===== src/design/act_pkg.sv =====
// ============================================================================
// act_pkg: shared types and constants for the tilt angle pipeline
// Vector and angle word types, the arctangent table in 1/65536 degree and the
// angle-to-output conversion with clamping.
// ============================================================================
`default_nettype none

package act_pkg;

    localparam int VEC_W      = 32;
    localparam int ANG_W      = 26;
    localparam int GUARD_BITS = 12;
    localparam int ATAN_N     = 24;
    localparam int PROD_W     = 46;

    typedef logic signed [VEC_W-1:0] t_vec;
    typedef logic signed [ANG_W-1:0] t_ang;

    localparam logic [15:0] INV_GAIN_Q16 = 16'd39797;
    localparam t_ang        HALF_TURN    = 26'sd11796480;
    localparam t_ang        ROLL_LIMIT   = 26'sd23040;
    localparam t_ang        PITCH_LIMIT  = 26'sd11520;

    // atan(2^-i), 1/65536 degree, rounded to nearest
    localparam logic [21:0] ATAN_Q16 [ATAN_N] = '{
        22'd2949120, 22'd1740967, 22'd919879, 22'd466945,
        22'd234379,  22'd117304,  22'd58666,  22'd29335,
        22'd14668,   22'd7334,    22'd3667,   22'd1833,
        22'd917,     22'd458,     22'd229,    22'd115,
        22'd57,      22'd29,      22'd14,     22'd7,
        22'd4,       22'd2,       22'd1,      22'd0
    };

    // 1/65536 degree to 1/128 degree, round half up, clamp to +/- limit
    function automatic t_ang to_out_units(input t_ang a, input t_ang limit);
        logic signed [ANG_W:0] sum;
        logic signed [ANG_W:0] quo;
        logic signed [ANG_W:0] lim;
        t_ang                  res;
        sum = {a[ANG_W-1], a} + (ANG_W+1)'(256);
        quo = sum >>> 9;
        lim = {limit[ANG_W-1], limit};
        res = t_ang'(quo);
        if (quo > lim) begin
            res = limit;
        end else if (quo < -lim) begin
            res = -limit;
        end
        return res;
    endfunction

endpackage

`default_nettype wire


===== src/design/act_cordic_stage.sv =====
// ============================================================================
// act_cordic_stage: one registered vectoring micro-rotation
// Turns the vector towards the x axis by atan(2^-SHIFT) and accumulates the
// angle; the valid bit travels with the data.
// ============================================================================
`default_nettype none

module act_cordic_stage #(
    parameter int SHIFT = 0
) (
    input  wire                i_clk,
    input  wire                i_rst_n,
    input  wire                i_valid,
    input  act_pkg::t_vec      i_x,
    input  act_pkg::t_vec      i_y,
    input  act_pkg::t_ang      i_ang,
    output logic               o_valid,
    output act_pkg::t_vec      o_x,
    output act_pkg::t_vec      o_y,
    output act_pkg::t_ang      o_ang
);

    localparam act_pkg::t_ang STEP_ANGLE =
        act_pkg::t_ang'({1'b0, act_pkg::ATAN_Q16[SHIFT]});

    logic          r_valid;
    act_pkg::t_vec r_x;
    act_pkg::t_vec r_y;
    act_pkg::t_ang r_ang;
    act_pkg::t_vec n_x;
    act_pkg::t_vec n_y;
    act_pkg::t_ang n_ang;
    act_pkg::t_vec dx;
    act_pkg::t_vec dy;

    always_comb begin
        dx = i_y >>> SHIFT;
        dy = i_x >>> SHIFT;
        if (!i_y[act_pkg::VEC_W-1]) begin
            n_x   = i_x + dx;
            n_y   = i_y - dy;
            n_ang = i_ang + STEP_ANGLE;
        end else begin
            n_x   = i_x - dx;
            n_y   = i_y + dy;
            n_ang = i_ang - STEP_ANGLE;
        end
    end

    always_ff @(posedge i_clk) begin
        if (!i_rst_n) begin
            r_valid <= 1'b0;
        end else begin
            r_valid <= i_valid;
        end
    end

    always_ff @(posedge i_clk) begin
        r_x   <= n_x;
        r_y   <= n_y;
        r_ang <= n_ang;
    end

    assign o_valid = r_valid;
    assign o_x     = r_x;
    assign o_y     = r_y;
    assign o_ang   = r_ang;

endmodule

`default_nettype wire


===== config.mk =====
export PLATFORM = sky130hd
export DESIGN_NAME = act_cordic_stage
export DESIGN_NICKNAME = d
export VERILOG_FILES = /design/src/design/act_pkg.sv /design/src/design/act_cordic_stage.sv
export SDC_FILE = /design/constraint.sdc
export NUM_CORES = 1
export LEC_CHECK = 0
export BUFFER_PORTS_ARGS = -buffer_cell sky130_fd_sc_hd__buf_4
export CORE_ASPECT_RATIO = 0.8
export CORE_MARGIN = 5
export CORE_UTILIZATION = 29
export CTS_BUF_LIST = sky130_fd_sc_hd__clkbuf_4 sky130_fd_sc_hd__clkbuf_8 sky130_fd_sc_hd__clkbuf_16
export DETAILED_ROUTE_END_ITERATION = 6
export SLEW_MARGIN = 20
export SYNTH_ARGS = -nofsm -noshare
export SYNTH_HDL_FRONTEND = slang
export SYNTH_SLANG_ARGS = --single-unit

===== constraint.sdc =====
create_clock -name i_clk -period 5.6 [get_ports i_clk]
set_input_delay 0.28 -clock i_clk [delete_from_list [all_inputs] [get_ports i_clk]]
set_output_delay 0.28 -clock i_clk [all_outputs]
set_load 0.03 [all_outputs]

== Yosys cells after proc, flatten, opt, wreduce, memory -nomap -nowiden ==
Cells that the tools add are included.

* Register bits: 91
* Bits of input ports: 93
* Output and inout port bits: 91
* Logic and storage cells: 12

* $add $sub $neg: 5
* Muxes and demuxes: 3

{| class="wikitable"
|+ Operator list
! operator !! count
|-
| 32-bit 2-to-1 mux || 2
|-
| 32-bit subtractor || 2
|-
| 32-bit adder || 1
|-
| 26-bit by 23-bit adder with 26-bit output (second input constant) || 1
|-
| 26-bit 2-to-1 mux || 1
|-
| 26-bit by 23-bit subtractor with 26-bit output (second input constant) || 1
|}

== Longest topological paths before layout ==
* Depth in word-level cells: 2
* Depth in mapped cells: 13
* Mapped depth without buffers: 12

== Worst setup path before layout ==
Ideal clock, no wire load.

* Path type: in2reg
* Start: input i_x[5]
* End: register r_x[25] (netlist: o_x[25])
* Library setup time: 0.073 ns
* Arrival: 2.532 ns
* Required time: 5.527 ns
* Slack: 2.994 ns
* Cell stages on the path: 11
* Buffers on the path: 0
* Cell sequence: inv_1 -> ha_1 -> or3b_1 -> o2111ai_2 -> a311oi_1 -> or4_4 -> a31o_4 -> a211oi_4 -> o21ai_2 -> mux2i_1 -> xnor2_1

* Cells in the longest elaborated chain, start to end: 2
* Elaborated cells on any way between the ends: 3
* Classes of those cells: add/sub (2); mux (1)

{| class="wikitable"
|+ RTL lines
! element !! line !! source
|-
| start, declared || act_cordic_stage.sv:14 || <nowiki>input act_pkg::t_vec i_x,</nowiki>
|-
| 32-bit adder or 32-bit subtractor (tied branches) || act_cordic_stage.sv:40, act_cordic_stage.sv:44 ||
|-
| 32-bit 2-to-1 mux * || act_cordic_stage.sv:39 || <nowiki>if (!i_y[act_pkg::VEC_W-1]) begin</nowiki>
|-
| via n_x[25] || act_cordic_stage.sv:30 || <nowiki>act_pkg::t_vec n_x;</nowiki>
|-
| end signal, assigned || act_cordic_stage.sv:59 || <nowiki>r_x <= n_x;</nowiki>
|-
| end, declared || act_cordic_stage.sv:27 || <nowiki>act_pkg::t_vec r_x;</nowiki>
|}

The timed path passes the listed nets; every way through them passes the cells marked *.
A chain may end at the register's enable or synchronous reset.

== Worst setup path after layout ==
* Start: input i_x[6]
* End: register r_x[31] (netlist: o_x[31])

The elaborated chain is that of the path after synthesis.

==> impl_results.md <==
- Initial Utilization: 29.2%
- Max H-tree Level: 3
- GRT Total Usage: 16.9%
- Largest net degree at the start of global routing: 90
- Area of the multi-input gates: roughly 5000 um2
- Initial drt markers: 748
- CP Max Fanout: 12
- Post-Syn Area: about 7300 um2
- Post-synthesis cell count: 944
- Clock tree buffer depth: 2
- Io pins: ~180
- Leakage power: around 4.3 nW
- Initial antenna violation count: 0
- Seq/Total Area, Yosys: 24.5%
- CP Launch Point: i_x[6]
- CP Data Arrival Time: between 3 and 4 ns
- Net Count, Synth: 1143
- Setup violators final: 0
- Top post-synthesis cells by area: dfxtp_1 (25%), ha_1 (17%), a21oi_1 (7.7%)
- Clk pwr share: a little under a quarter
- Vias per cell: 5.18
- Synthesis-to-layout area growth: 25.9%
- Ys Warns: 0
- Most frequent cells in the layout: buf_4 (184), a21oi_1 (113), ha_1 (102)
- Die Y: 152 um
- First-pass GRT wire length: 39000 um
- Register area: 1800 um2
- Maxcap violations: 0
- CP Capture Point: o_x[31]
- CTS tree: done
- Minimum clock period: 3.23 ns
- Antenna-violating nets left: 0
- Synth Flop Type: dfxtp_1
- Post-synth EDFFs: 0
- Mean routed wirelength per cell: 17.3 um
- PwrDens: around 280 nW/um2
- Worst-margin pin slew: 0.978 ns
- Worst Hold Class: in2reg
- Number of remaining DRC errors: 0
- Switching part of the total: 41.3%
- Post-synth ARST share: 0%
- Grt ovf: 0
- CTS root buf: clkbuf_16
- Top cell type's share of synthesized area: 24.5%
- Req. time, crit path: 5.88 ns
- Fin worst setup slack: 2.37 ns
- Fmax achieved: between 300 and 400 MHz
- RD Place Congestion: 0.914
- CTS sink count: 90
- Hold Crit Start: i_ang[9]
- # fillers: 2663
- Routed wire length: 24700 um
- # rows: 52
- VDD IR max: ~0.17 mV
- Total clock buffers created by CTS: 9
- Yosys cell types: 66
- Via Count: 7390
- Crit path launch type: primary input
- Slew Viols, Final: 0
- Die width: ~190 um
- CORE AREA: 25100 um2
- Sequential power share: a little under a third
- Count of state elements after synthesis: 90
- Total die area: approximately 29000 um2
- Number of buffers added on ports: 183
- Tcrit/Tclk final: between 50% and 60%
- HPWL reported at the end of detailed placement: about 20000 um
- Post-synth top area cell: dfxtp_1
- Final net count: 1296
- Crit path kind: in2reg
- Vias in the first global route: 6996
- Clock transition at path regs: 0.07 ns
- Fin cells: 1426
- Post-Place Cells: 1409
- Most common cell after layout, fill and taps aside: buf_4
- Crit. End Element: register
- Unrepaired setup endpoints after global routing: no
- Setup TNS: 0 ns
- Synthesized area per cell: 7.78 um2
- Outcome: completed
- Relative slew slack: 34.8%
- Setup WS pre-CTS: 2.13 ns
- Switching Power: 1.08 mW
- Post-CTS setup buffer count: 0
- Ant. Diodes: 0
- P_int: 1.53 mW
- DRT Pass-1 Iters: 5
- Logic pwr share: around 45%
- Share of layout cells above drive strength 1: 19.8%
- Hold Fails Final Rpt: 0
## metal layers
layer	wire length [um]	GRT usage, %
met5	0	0
met3	2180	4.49
met2	10500	25.1
met4	217	3.32
met1	11800	24.7
## registers in the layout, indices dropped and copies added, names as in the netlist
signal / flops
o_x: 31
o_valid: 1
o_y: 32
o_ang: 26
## cell usage after synthesis (all sizes together) (6+ instances only)
| library cell | number |
|---|---|
| nand3 | 11 |
| clkbuf | 26 |
| o21ai | 75 |
| nor2 | 84 |
| o31ai | 11 |
| nand2 | 51 |
| a21o | 16 |
| buf | 17 |
| nor2b | 14 |
| inv | 99 |
| a211oi | 10 |
| nor3 | 11 |
| o211ai | 12 |
| dfxtp | 90 |
| xnor2 | 56 |
| a31oi | 6 |
| a2111oi | 6 |
| a21oi | 114 |
| nand2b | 13 |
| xor2 | 13 |
| nand4 | 13 |
| ha | 102 |
| o21bai | 22 |
| o21a | 9 |
## metrics by stage
| step | instance area, um2 | hold slack, ns | power [mW] | util [%] |
|---|---|---|---|---|
| after floorplan | 7340 | 0.308 | 1.57 | - |
| after global placement | 8950 | 0.384 | 2.01 | 35.6 |
| after detailed placement | 8950 | 0.386 | 2.01 | 35.6 |
| after CTS | 9240 | 0.00102 | 2.64 | 36.8 |
| after global routing | 9250 | 0.000449 | 2.77 | 36.8 |
| final | 9250 | 0.0232 | 2.61 | 36.8 |
## worst min-delay path by stage
stage	end	cells past startpoint	slack (ns)
global placement	o_ang[4]	1	0.38
CTS	o_ang[2]	1	0.001
floorplan	o_ang[0]	0	0.31
global route	o_ang[10]	1	0.0004
detailed placement	o_ang[2]	1	0.39
finish	o_ang[9]	1	0.02
## worst max-delay path, cell delays in order
cell	delay, ns
buf_4	0.09
inv_1	0.04
ha_1	0.45
a2111oi_0	0.60
a211oi_1	0.27
a221oi_1	0.51
o21ai_0	0.34
o21ai_0	0.44
o2111ai_1	0.18
o21ai_0	0.15
xnor2_1	0.15
## layout make-up
type | instances | area share [%]
clock buffer | 11 | 2.67
clock inverter | 5 | 0.406
inverter | 101 | 4.10
multi-input combinational | 710 | 53.9
sequential | 90 | 19.5
tap | 324 | 4.38
timing repair buffer | 185 | 15.0
## cells by family (layout without fill, tap and decap cells)
logic type / Yosys count / count (layout) / share of synthesized area (%)
multiplexers: 5 / 5 / 0.682
AO/OA/AOI/OAI: 314 / 314 / 26.8
flip-flops: 90 / 90 / 24.5
buffers and inverters: 144 / 302 / 7.57
AND/OR/NAND/NOR: 216 / 216 / 13.7
adder cells (fa/ha/maj): 106 / 106 / 18.5
XOR/XNOR: 69 / 69 / 8.23
## power by group through the flow
stage | combinational (mW) | clock, mW | sequential, mW
floorplan | 0.492 | 0 | 1.08
global placement | 1.18 | 0 | 0.829
detailed placement | 1.18 | 0 | 0.830
CTS | 1.19 | 0.633 | 0.817
global route | 1.28 | 0.664 | 0.826
finish | 1.19 | 0.612 | 0.813
## timing repair
action	in CTS	in global routing
endpoints found under the hold margin	0	1
resized for setup	0	0
hold buffers	0	1
No activity file was read; power rests on OpenSTA's default activity.
